**config.mk**
```make
export PLATFORM = sky130hd
export DESIGN_NAME = binary_min_heap_queue_core_flat
export DESIGN_NICKNAME = d
export VERILOG_FILES = /design/src/rtl/hmq_pkg.sv /design/src/rtl/hmq_if.sv /design/src/rtl/binary_min_heap_queue_core.sv /design/src/rtl/hmq_ram.sv /design/src/rtl/hmq_lt.sv /design/src/flat_wrapper.sv
export SDC_FILE = /design/constraint.sdc
export NUM_CORES = 2
export LEC_CHECK = 0
export BUFFER_PORTS_ARGS = -buffer_cell sky130_fd_sc_hd__buf_2
export CORE_ASPECT_RATIO = 1.75
export CORE_MARGIN = 8
export CORE_UTILIZATION = 30
export CTS_BUF_LIST = sky130_fd_sc_hd__clkbuf_2 sky130_fd_sc_hd__clkbuf_4 sky130_fd_sc_hd__clkbuf_8
export CTS_CLUSTER_DIAMETER = 30
export DETAILED_ROUTE_END_ITERATION = 8
export PLACE_DENSITY_LB_ADDON = 0.1
export SYNTH_ARGS = -nofsm -noshare
export SYNTH_HDL_FRONTEND = slang
export SYNTH_SLANG_ARGS = --single-unit
```
**constraint.sdc**
```tcl
create_clock -name i_clk -period 13.6 [get_ports i_clk]
set_input_delay 0.68 -clock i_clk [delete_from_list [all_inputs] [get_ports i_clk]]
set_output_delay 0.68 -clock i_clk [all_outputs]
set_load 0.01 [all_outputs]
```
**src/rtl/hmq_pkg.sv**
```systemverilog
// Shared constants and types for the binary min-heap queue.
// No dependencies; read first by every other file.
`timescale 1ns / 1ps

package hmq_pkg;

    localparam int DEPTH_DEF   = 64;
    localparam int VALUE_W     = 32;
    localparam int CAP_W       = 7;
    localparam int COUNT_W_DEF = $clog2(DEPTH_DEF + 1);

    localparam logic [CAP_W-1:0]          CAP_RESET = 7'd64;
    localparam logic signed [VALUE_W-1:0] INT_MIN   = 32'sh8000_0000;

    localparam logic KIND_PUSH = 1'b0;
    localparam logic KIND_POP  = 1'b1;

    typedef enum logic [1:0] {
        ST_DONE  = 2'd0,
        ST_FULL  = 2'd1,
        ST_EMPTY = 2'd2
    } t_status;

endpackage

```
**src/rtl/hmq_if.sv**
```systemverilog
// Channel interfaces for the heap queue: operation input, result output, configuration.
// Depends on hmq_pkg.
`timescale 1ns / 1ps

interface hmq_in_if;
    logic                                  valid;
    logic                                  ready;
    logic                                  kind;
    logic signed [hmq_pkg::VALUE_W-1:0]    value;

    modport source (output valid, output kind, output value, input ready);
    modport sink   (input valid, input kind, input value, output ready);
endinterface

interface hmq_out_if #(
    parameter int COUNT_W = hmq_pkg::COUNT_W_DEF
);
    logic                                  valid;
    logic                                  ready;
    logic signed [hmq_pkg::VALUE_W-1:0]    popped_value;
    hmq_pkg::t_status                      status;
    logic [COUNT_W-1:0]                    entries_after;

    modport source (output valid, output popped_value, output status,
                    output entries_after, input ready);
    modport sink   (input valid, input popped_value, input status,
                    input entries_after, output ready);
endinterface

interface hmq_cfg_if;
    logic                                  valid;
    logic                                  ready;
    logic [hmq_pkg::CAP_W-1:0]             data;

    modport source (output valid, output data, input ready);
    modport sink   (input valid, input data, output ready);
endinterface

```
**src/rtl/binary_min_heap_queue_core.sv**
```systemverilog
// Binary min-heap queue: sequencer over one heap RAM and one shared comparator.
// Push: writes at the tail, then sifts up through check and compare states per level, stopping at the root.
// Pop: reads the top and the tail, then sifts down, ending at a leaf; full or empty go straight to the result.
// One item in flight; the next is taken once the result is in the output register.
// Synchronous active-low reset clears the count, state and output valid; capacity
// returns to 64. Heap contents are not cleared and need no clearing pass.
`timescale 1ns / 1ps

module binary_min_heap_queue_core #(
    parameter int DEPTH = hmq_pkg::DEPTH_DEF
) (
    input  logic      i_clk,
    input  logic      i_rst_n,
    hmq_in_if.sink    i_in,
    hmq_cfg_if.sink   i_cfg,
    hmq_out_if.source o_out
);

    localparam int AW = (DEPTH > 1) ? $clog2(DEPTH) : 1;
    localparam int CW = $clog2(DEPTH + 1);
    localparam int EW = (CW > hmq_pkg::CAP_W) ? CW : hmq_pkg::CAP_W;
    localparam int XW = AW + 2;
    localparam int VW = hmq_pkg::VALUE_W;

    typedef enum logic [9:0] {
        S_IDLE    = 10'b00_0000_0001,
        S_PU_CHK  = 10'b00_0000_0010,
        S_PU_CMP  = 10'b00_0000_0100,
        S_PO_TOP  = 10'b00_0000_1000,
        S_PO_TAIL = 10'b00_0001_0000,
        S_PO_CHK  = 10'b00_0010_0000,
        S_PO_RDL  = 10'b00_0100_0000,
        S_PO_RDR  = 10'b00_1000_0000,
        S_PO_CMP  = 10'b01_0000_0000,
        S_FIN     = 10'b10_0000_0000
    } t_state;

    t_state                     r_state, n_state;
    logic [CW-1:0]              r_count, n_count;
    logic [hmq_pkg::CAP_W-1:0]  r_cap, n_cap;
    logic [AW-1:0]              r_pos, n_pos;
    logic [AW-1:0]              r_cidx, n_cidx;
    logic signed [VW-1:0]       r_val, n_val;
    logic signed [VW-1:0]       r_child, n_child;
    logic signed [VW-1:0]       r_popped, n_popped;
    hmq_pkg::t_status           r_status, n_status;

    logic                       r_out_valid, n_out_valid;
    logic signed [VW-1:0]       r_out_popped, n_out_popped;
    hmq_pkg::t_status           r_out_status, n_out_status;
    logic [CW-1:0]              r_out_count, n_out_count;

    logic                       ram_we;
    logic [AW-1:0]              ram_waddr, ram_raddr;
    logic signed [VW-1:0]       ram_wdata, ram_rdata;
    logic signed [VW-1:0]       cmp_a, cmp_b;
    logic                       cmp_lt;

    logic                       in_xfer, heap_full;
    logic [AW-1:0]              pos_m1, parent;
    logic [XW-1:0]              lchild, rchild, count_x;

    hmq_ram #(.DEPTH(DEPTH), .W(VW), .AW(AW)) u_ram (
        .i_clk   (i_clk),
        .i_we    (ram_we),
        .i_waddr (ram_waddr),
        .i_wdata (ram_wdata),
        .i_raddr (ram_raddr),
        .o_rdata (ram_rdata)
    );

    hmq_lt #(.W(VW)) u_lt (
        .i_a  (cmp_a),
        .i_b  (cmp_b),
        .o_lt (cmp_lt)
    );

    assign i_in.ready  = (r_state == S_IDLE);
    assign i_cfg.ready = 1'b1;
    assign in_xfer     = i_in.valid && i_in.ready;

    assign o_out.valid         = r_out_valid;
    assign o_out.popped_value  = r_out_popped;
    assign o_out.status        = r_out_status;
    assign o_out.entries_after = r_out_count;

    assign heap_full = (EW'(r_count) >= EW'(r_cap)) || (EW'(r_count) >= EW'(DEPTH));
    assign pos_m1    = r_pos - AW'(1);
    assign parent    = pos_m1 >> 1;
    assign lchild    = (XW'(r_pos) << 1) + XW'(1);
    assign rchild    = XW'(r_cidx) + XW'(1);
    assign count_x   = XW'(r_count);

    always_comb begin
        cmp_a = r_val;
        cmp_b = ram_rdata;
        case (r_state)
            S_PO_RDR: begin
                cmp_a = ram_rdata;
                cmp_b = r_child;
            end
            S_PO_CMP: begin
                cmp_a = r_child;
                cmp_b = r_val;
            end
            default: begin
                cmp_a = r_val;
                cmp_b = ram_rdata;
            end
        endcase
    end

    always_comb begin
        n_state      = r_state;
        n_count      = r_count;
        n_cap        = r_cap;
        n_pos        = r_pos;
        n_cidx       = r_cidx;
        n_val        = r_val;
        n_child      = r_child;
        n_popped     = r_popped;
        n_status     = r_status;
        n_out_valid  = r_out_valid;
        n_out_popped = r_out_popped;
        n_out_status = r_out_status;
        n_out_count  = r_out_count;
        ram_we       = 1'b0;
        ram_waddr    = r_pos;
        ram_wdata    = r_val;
        ram_raddr    = '0;

        if (i_cfg.valid) begin
            n_cap = i_cfg.data;
        end
        if (r_out_valid && o_out.ready) begin
            n_out_valid = 1'b0;
        end

        case (r_state)
            S_IDLE: begin
                if (in_xfer) begin
                    n_popped = hmq_pkg::INT_MIN;
                    n_status = hmq_pkg::ST_DONE;
                    if (i_in.kind == hmq_pkg::KIND_PUSH) begin
                        if (heap_full) begin
                            n_status = hmq_pkg::ST_FULL;
                            n_state  = S_FIN;
                        end else begin
                            n_val   = i_in.value;
                            n_pos   = r_count[AW-1:0];
                            n_count = r_count + CW'(1);
                            n_state = S_PU_CHK;
                        end
                    end else begin
                        if (r_count == '0) begin
                            n_status = hmq_pkg::ST_EMPTY;
                            n_state  = S_FIN;
                        end else begin
                            n_count   = r_count - CW'(1);
                            ram_raddr = '0;
                            n_state   = S_PO_TOP;
                        end
                    end
                end
            end
            S_PU_CHK: begin
                if (r_pos == '0) begin
                    ram_we  = 1'b1;
                    n_state = S_FIN;
                end else begin
                    ram_raddr = parent;
                    n_state   = S_PU_CMP;
                end
            end
            S_PU_CMP: begin
                ram_we = 1'b1;
                if (cmp_lt) begin
                    ram_wdata = ram_rdata;
                    n_pos     = parent;
                    n_state   = S_PU_CHK;
                end else begin
                    n_state = S_FIN;
                end
            end
            S_PO_TOP: begin
                n_popped  = ram_rdata;
                ram_raddr = r_count[AW-1:0];
                n_state   = S_PO_TAIL;
            end
            S_PO_TAIL: begin
                n_val   = ram_rdata;
                n_pos   = '0;
                n_state = S_PO_CHK;
            end
            S_PO_CHK: begin
                if (lchild >= count_x) begin
                    ram_we  = 1'b1;
                    n_state = S_FIN;
                end else begin
                    ram_raddr = lchild[AW-1:0];
                    n_cidx    = lchild[AW-1:0];
                    n_state   = S_PO_RDL;
                end
            end
            S_PO_RDL: begin
                n_child = ram_rdata;
                if (rchild < count_x) begin
                    ram_raddr = rchild[AW-1:0];
                    n_state   = S_PO_RDR;
                end else begin
                    n_state = S_PO_CMP;
                end
            end
            S_PO_RDR: begin
                if (cmp_lt) begin
                    n_child = ram_rdata;
                    n_cidx  = rchild[AW-1:0];
                end
                n_state = S_PO_CMP;
            end
            S_PO_CMP: begin
                ram_we = 1'b1;
                if (cmp_lt) begin
                    ram_wdata = r_child;
                    n_pos     = r_cidx;
                    n_state   = S_PO_CHK;
                end else begin
                    n_state = S_FIN;
                end
            end
            S_FIN: begin
                if (!r_out_valid || o_out.ready) begin
                    n_out_valid  = 1'b1;
                    n_out_popped = r_popped;
                    n_out_status = r_status;
                    n_out_count  = r_count;
                    n_state      = S_IDLE;
                end
            end
            default: begin
                n_state = S_IDLE;
            end
        endcase
    end

    always_ff @(posedge i_clk) begin
        if (!i_rst_n) begin
            r_state     <= S_IDLE;
            r_count     <= '0;
            r_cap       <= hmq_pkg::CAP_RESET;
            r_out_valid <= 1'b0;
        end else begin
            r_state     <= n_state;
            r_count     <= n_count;
            r_cap       <= n_cap;
            r_out_valid <= n_out_valid;
        end
        r_pos        <= n_pos;
        r_cidx       <= n_cidx;
        r_val        <= n_val;
        r_child      <= n_child;
        r_popped     <= n_popped;
        r_status     <= n_status;
        r_out_popped <= n_out_popped;
        r_out_status <= n_out_status;
        r_out_count  <= n_out_count;
    end

endmodule

```
**src/rtl/hmq_ram.sv**
```systemverilog
// Heap storage: one write port, one read port with registered read data.
// Depends on hmq_pkg for the default word width.
`timescale 1ns / 1ps

module hmq_ram #(
    parameter int DEPTH = hmq_pkg::DEPTH_DEF,
    parameter int W     = hmq_pkg::VALUE_W,
    parameter int AW    = $clog2(DEPTH)
) (
    input  logic                i_clk,
    input  logic                i_we,
    input  logic [AW-1:0]       i_waddr,
    input  logic signed [W-1:0] i_wdata,
    input  logic [AW-1:0]       i_raddr,
    output logic signed [W-1:0] o_rdata
);

    logic signed [W-1:0] r_mem [DEPTH];
    logic signed [W-1:0] r_rdata;

    always_ff @(posedge i_clk) begin
        if (i_we) begin
            r_mem[i_waddr] <= i_wdata;
        end
        r_rdata <= r_mem[i_raddr];
    end

    assign o_rdata = r_rdata;

endmodule

```
**src/rtl/hmq_lt.sv**
```systemverilog
// Shared signed less-than comparator used by every sift step.
// Depends on hmq_pkg for the default word width.
`timescale 1ns / 1ps

module hmq_lt #(
    parameter int W = hmq_pkg::VALUE_W
) (
    input  logic signed [W-1:0] i_a,
    input  logic signed [W-1:0] i_b,
    output logic                o_lt
);

    assign o_lt = (i_a < i_b);

endmodule
```
**src/flat_wrapper.sv**
```systemverilog
// flat-port wrapper written by rule: the top's interface ports become plain ports
module binary_min_heap_queue_core_flat 
#(
    parameter int DEPTH = hmq_pkg::DEPTH_DEF
)
  (i_clk, i_rst_n, i_in_valid, i_in_kind, i_in_value, i_in_ready, i_cfg_valid, i_cfg_data, i_cfg_ready, o_out_valid, o_out_popped_value, o_out_status, o_out_entries_after, o_out_ready);
  hmq_in_if i_in_i ();
  hmq_cfg_if i_cfg_i ();
  hmq_out_if o_out_i ();
  input  logic i_clk;
  input  logic i_rst_n;
  input wire logic [$bits(i_in_i.valid)-1:0] i_in_valid;
  input wire logic [$bits(i_in_i.kind)-1:0] i_in_kind;
  input wire logic [$bits(i_in_i.value)-1:0] i_in_value;
  output wire logic [$bits(i_in_i.ready)-1:0] i_in_ready;
  input wire logic [$bits(i_cfg_i.valid)-1:0] i_cfg_valid;
  input wire logic [$bits(i_cfg_i.data)-1:0] i_cfg_data;
  output wire logic [$bits(i_cfg_i.ready)-1:0] i_cfg_ready;
  output wire logic [$bits(o_out_i.valid)-1:0] o_out_valid;
  output wire logic [$bits(o_out_i.popped_value)-1:0] o_out_popped_value;
  output wire logic [$bits(o_out_i.status)-1:0] o_out_status;
  output wire logic [$bits(o_out_i.entries_after)-1:0] o_out_entries_after;
  input wire logic [$bits(o_out_i.ready)-1:0] o_out_ready;
  assign i_in_i.valid = i_in_valid;
  assign i_in_i.kind = i_in_kind;
  assign i_in_i.value = i_in_value;
  assign i_in_ready = i_in_i.ready;
  assign i_cfg_i.valid = i_cfg_valid;
  assign i_cfg_i.data = i_cfg_data;
  assign i_cfg_ready = i_cfg_i.ready;
  assign o_out_valid = o_out_i.valid;
  assign o_out_popped_value = o_out_i.popped_value;
  assign o_out_status = o_out_i.status;
  assign o_out_entries_after = o_out_i.entries_after;
  assign o_out_i.ready = o_out_ready;
  binary_min_heap_queue_core #(.DEPTH(DEPTH)) u_core (.i_clk(i_clk), .i_rst_n(i_rst_n), .i_in(i_in_i), .i_cfg(i_cfg_i), .o_out(o_out_i));
endmodule
```
; Word-level counts from Yosys, hierarchy flattened
; Memories as Yosys holds them, arrays and structs flattened. A register that Yosys moved wholly into a read port is not among the register bits.
; Cells that the tools add are included.
[word_totals]
memories = 1
reg_bits = 176
in_bits = 45
ram_bits = 2048
[mem_list]
columns = memory, words, word_bits, read_ports, rd_clocked_by_memory_dff, wr, line
row1 = u_core.u_ram.r_mem, 64, 32, 1, 1, 1, hmq_ram.sv:18  ; logic signed [W-1:0] r_mem [DEPTH];
[classes]
addsub = 5
n_lt_le_gt_ge = 5
muxes = 51
eq_ne = 20
reduce_logical = 22
[ops]
columns = cell, n
row1 = case mux 32 bit (2 select lines), 6
row2 = 2-to-1 mux 32 bit, 7
row3 = case mux 10 bit (10 select lines), 1
row4 = 2-to-1 mux 10 bit, 9
row5 = 2-to-1 mux 6 bit, 9
row6 = case mux 6 bit (4 select lines), 2
row7 = less-than comparator 32 bit, 1
row8 = 2-to-1 mux 7 bit, 3
row9 = "!= test 2 bit, second input constant", 6
row10 = case mux 6 bit (2 select lines), 1
row11 = "equality test 10 x 1 -> 1 bit, second input constant", 1
row12 = "equality test 10 bit, second input constant", 1
row13 = "equality test 10 x 2 -> 1 bit, second input constant", 1
row14 = "equality test 10 x 3 -> 1 bit, second input constant", 1
row15 = "equality test 10 x 4 -> 1 bit, second input constant", 1
row16 = "equality test 10 x 5 -> 1 bit, second input constant", 1
row17 = "equality test 10 x 6 -> 1 bit, second input constant", 1
row18 = "equality test 10 x 7 -> 1 bit, second input constant", 1
row19 = "equality test 10 x 8 -> 1 bit, second input constant", 1
row20 = "equality test 10 x 9 -> 1 bit, second input constant", 1
row21 = AND reduction 2 bit, 5
row22 = 2-to-1 mux 9 bit, 1
row23 = "adder 7 x 1 -> 8 bit, second input constant", 1
row24 = >= comparator 8 x 7 -> 1 bit, 1
row25 = other kinds (23), 40

; Depth between registers and ports, before layout
[depth]
depth_word = 6
depth_mapped = 19

; By module
; Synthesis repeated with hierarchy kept, for this count alone.
[unflattened]
hier_cells = 4257
area_unflattened_um2 = 88582.5
[modules_own_cells]
columns = mod, cells_each, n_inst, area_each_um2
row1 = hmq_ram, 3324, 1, 78515.3
row2 = binary_min_heap_queue_core, 823, 1, 9290.2
row3 = hmq_lt, 110, 1, 777.0

; Worst setup path after synthesis
; OpenSTA, ideal clock, no wires.
[synth_timing]
path_type = reg2reg
startpoint = register u_core.r_state[0]
endpoint = register u_core.r_child[0], enable pin
n_path_buf = 3
setup_ps = 466
arrival_time_ps = 6421
synth_period_minus_slack_ps = 6886
setup_slack_ps = 6714
required_time_ps = 13134
stages_incl_launch_ff = 19
cell_sequence = dfxtp_1 > nor4_4 > nand3_1 > nor3b_1 > clkbuf_1 > clkbuf_1 > a22o_1 > a21oi_1 > ha_1 > a21o_1 > a21o_1 > a21o_1 > a21o_1 > a221oi_1 > o21ai_0 > a211oi_1 > mux2_2 > buf_2 > o21ai_0
[synth_via]
elab_chain_cells = 5
word_cells_on_any_way = 9
cone_classes = order compare (1) / eq/ne (4) / mux (2) / reduce/logical (2)
[synth_rtl]
columns = item, line
row1 = from (decl), binary_min_heap_queue_core.sv:38  ; t_state r_state, n_state;
row2 = from (signal assigned), binary_min_heap_queue_core.sv:253  ; r_state <= n_state;
row3 = equality test 10 x 9 -> 1 bit or equality test 10 x 8 -> 1 bit (tied branches), "binary_min_heap_queue_core.sv:97, binary_min_heap_queue_core.sv:139"
row4 = case mux 32 bit (2 select lines), binary_min_heap_queue_core.sv:97  ; case (r_state)
row5 = less-than comparator 32 bit, hmq_lt.sv:13  ; assign o_lt = (i_a < i_b);
row6 = != test 2 x 1 -> 1 bit (no source line), n/a
row7 = AND reduction 2 bit (no source line) (*), n/a
row8 = to (signal assigned), binary_min_heap_queue_core.sv:261  ; r_child <= n_child;
row9 = to (decl), binary_min_heap_queue_core.sv:44  ; logic signed [VW-1:0] r_child, n_child;
; Mark *: on every way between the ends. The rest lies on a longest branch, timed or not.
; A chain may end at the register's enable or synchronous reset.

; Worst setup path in the final report
[layout_timing]
startpoint = register u_core.r_state[0]
endpoint = memory u_core.u_ram.r_mem[0][10] (netlist name), data pin
[layout_via]
elab_chain_cells = 5
word_cells_on_any_way = 9
cone_classes = order compare (1) / eq/ne (3) / mux (5)
[layout_rtl]
columns = item, line
row1 = equality test 10 x 9 -> 1 bit or equality test 10 x 8 -> 1 bit (tied branches), "binary_min_heap_queue_core.sv:97, binary_min_heap_queue_core.sv:139"
row2 = case mux 32 bit (2 select lines), binary_min_heap_queue_core.sv:97
row3 = less-than comparator 32 bit, hmq_lt.sv:13
row4 = 2-to-1 mux 32 bit (on tied branches), "binary_min_heap_queue_core.sv:223, binary_min_heap_queue_core.sv:177"
row5 = case mux 32 bit (2 select lines) (*), binary_min_heap_queue_core.sv:139  ; case (r_state)
row6 = via u_core.ram_wdata[10], binary_min_heap_queue_core.sv:55  ; logic signed [VW-1:0] ram_wdata, ram_rdata;
row7 = to (decl), hmq_ram.sv:18
; Mark *: on every way through the listed nets, which the timed path passes. The rest lies on a longest branch.

==> results.ini <==
[global_routing]
grt.overflow.total=0
antenna_found_initial=22
grt_max_degree=177
first_global_vias=61550
grt_pass1_wl_um=527900
gr-usage-all-layers_pct=22.94

[setup_path]
slowest_delay_ns=0.80
crit_start=u_core.r_state[0]
cp.required_ns=14.29
path_max_fanout=64
worst_ep_arrival_time_ns=8.60
crit_chain=nor4_4 > nand3_1 > nor3b_2 > buf_4 > buf_4 > a22o_1 > a21oi_1 > ha_1 > a21o_1 > a21o_1 > a21o_1 > a21o_1 > a221oi_1 > o21ai_0 > a211oi_1 > mux2_4 > nand2b_4 > buf_4 > o2bb2ai_4 > buf_4
crit_slowest_cell=buf_4
start_kind=flop
r2r_start=u_core.r_state[0]
critPathCaptureType=flop
path_class=flop to flop

[clocking]
clockBufferDepth=4
cts_buffers=397
clkTransAtPathRegs_ns=0.06
cts_setup_buffers=0
h-tree-depth=5
clk_latency_ns=1.06
ctsResizeCount=0
clock-sinks=2256
root_buffer=clkbuf_8
holdBufCountCts=44
cts_tree=yes

[worst_hold_path]
hp-start=i_cfg_valid
min_path_type=primary input to flop

[timing]
fin_worst_skew_ns=0.07484
max_freq_ghz=0.1264
min_period_over_period_pct=58.17
layout_min_cycle_time_ns=7.912
tightest_slew_ns=1.376
rsz0062_at_grt=no
max_slew_margin_pct=7.303
finalSetupTns_ns=0
setup_viol=0
hold_slack_ns=0.08059
hold_viol=0
slew_viol_final=0

[floorplan]
die_h_um=749.9
core_area_sq_um=306600
io_pins=89
die_area_sq_um=326500
rows=269
start_util_pct=30.11
die_w_um=435.4

[synth]
synth_compound_area_share_pct=5.834
synth_area_leaders=edfxtp_1 72%, nand2_1 7.2%, nand3_1 4.9%
synth_simple_gate_area_share_pct=15.07
synth.distinct_cells=92
synth-xor-area-share_pct=0.1518
synth_warnings=0
async_reset_ff_share_pct=0
synthCells=6943
synth_nets=7047
synthAdderAreaFrac_pct=0.8077
ys_ff_latch=2256
synth_area_per_cell_sq_um=13.30
yosysTopAreaCell=edfxtp_1
synth.mux.area_fraction_pct=2.784
synth_area_sq_um=92320
ys.flop_type=edfxtp_1
synth_edf_count=2199
synth_top_cell_area_share_pct=71.52
synth-seq-area-share_pct=72.76
synth_top_family_by_area=simple AND/OR/NAND/NOR gates

[pwr]
ir_worst_vdd_mv=0.07452
p_leak_nw=36.91
power_per_cell_area_nw_per_um2=150.7

[drt]
first_iter_violations=6330
drt_pre_antenna_iters=6
ant_nets=0
num_vias=63030
wl_um=390700
route.detailed.drc=0
via_per_inst=5.363
post_drt_wl_per_cell_um=33.25

[cells_and_area]
layout-drive-gt1-share_pct=15.62
final_core_util_pct=35.21
syn2layout_area_growth_pct=16.93
nets=7349

[place]
dp_hpwl_um=218800
gp_congestion=0.8363
portBuffers=87

[outcome]
status=completed

[flow_run]
maxCapViolCount=0

==> synth_stat cells (49+ instances only) <==
cell / count
a21oi_1: 168
a22oi_1: 78
a31oi_1: 87
and3_1: 93
buf_1: 49
buf_2: 199
clkbuf_1: 121
dfxtp_1: 57
edfxtp_1: 2199
ha_1: 58
mux2_2: 52
mux2i_1: 196
nand2_1: 1762
nand3_1: 912
nand4_1: 76
nor2_1: 133
==> kinds of logic after synthesis <==
kind of cell / after synthesis
simple gates: 3150
flops: 2256
compound gates: 741
buf+inv: 471
mux: 249
fa+ha+maj: 59
xor+xnor: 16
other cells: 1
==> metal layers <==
layer,wire (um),track usage [%]
met4,21430,11.00
met3,22440,3.213
met2,195900,40.42
met5,0,0
met1,150900,27.63
==> report_power, final <==
group          switching [mW]  total (mW)  internal (mW)
sequential              0.178        8.10           7.92
combinational           0.972        1.31          0.337
clock                    3.03        6.86           3.83
total                    4.18        16.3           12.1
==> cells in the final DEF (no fill, tap or decap), drive strengths merged, types with 18 or more instances in the layout <==
master | synthesis | final
a2111oi | 24 | 24
a211oi | 44 | 44
a21o | 21 | 21
a21oi | 168 | 168
a221oi | 31 | 31
a22o | 32 | 32
a22oi | 78 | 78
a311oi | 18 | 18
a31oi | 87 | 87
a32oi | 21 | 21
and2 | 47 | 47
and3 | 93 | 93
buf | 318 | 298
bufinv | 0 | 36
clkbuf | 121 | 508
clkinv | 0 | 138
clkinvlp | 0 | 27
dfxtp | 57 | 57
diode | 0 | 120
dlygate4sd3 | 0 | 44
edfxtp | 2199 | 2199
ha | 58 | 58
inv | 32 | 44
mux2 | 52 | 52
mux2i | 196 | 196
nand2 | 1762 | 1762
nand3 | 912 | 912
nand4 | 76 | 76
nor2 | 135 | 135
nor3 | 25 | 25
nor4 | 22 | 22
o21ai | 52 | 52
o2bb2ai | 44 | 44
==> worst max-delay path, delay by kind of cell, from the launching register on <==
kind | cells | cell delay (ns)
buffers and inverters | 4 | 2.41
muxes | 1 | 0.67
and+or+nand+nor | 4 | 1.34
adders and majority gates | 1 | 0.36
AOI/OAI and AO/OA | 10 | 2.05
DFF | 1 | 0.36
==> sequential cells by signal, indices dropped and copies added (netlist names), 10 cells and up <==
name                       count
u_core.r_state                10
u_core.u_ram.o_rdata          32
u_core.r_val                  32
u_core.r_child                32
u_core.r_popped               32
u_core.u_ram.r_mem          2048
u_core.o_out.popped_value     32
==> final timing paths <==
| path | slack, ns | endpoint | depth (start not counted) |
|---|---|---|---|
| setup reg to reg | 5.69 | u_core.u_ram.r_mem[0][10] | 20 |
| hold reg to reg | 0.41 | u_core.o_out.status[1] | 0 |
| hold / removal | 0.08 | u_core.r_cap[5] | 3 |
| setup / recovery | 5.69 | u_core.u_ram.r_mem[0][10] | 20 |
==> through the flow <==
step           setup WS (ns)  cell area (sq um)  power [mW]  cells
6_report               5.688             108000       16.27  11750
5_1_grt                5.406             107900       16.78  11730
4_1_cts                5.721             107700       16.43  11630
3_5_place_dp           5.816              98680       9.555  10870
3_3_place_gp           5.741              98680       9.550  10870
2_1_floorplan          6.714              92320       8.854   6943
==> final cells by class <==
cell class / instances / area (sq um)
antenna: 120 / 300.3
clock buffer: 508 / 6466
clock inverter: 213 / 2062
fill: 29760 / 198700
inverter: 32 / 120.1
multi-input combinational: 4216 / 24130
sequential: 2256 / 67170
tap: 4065 / 5086
timing repair buffer: 342 / 2610
(Power assumes the default switching activity.)
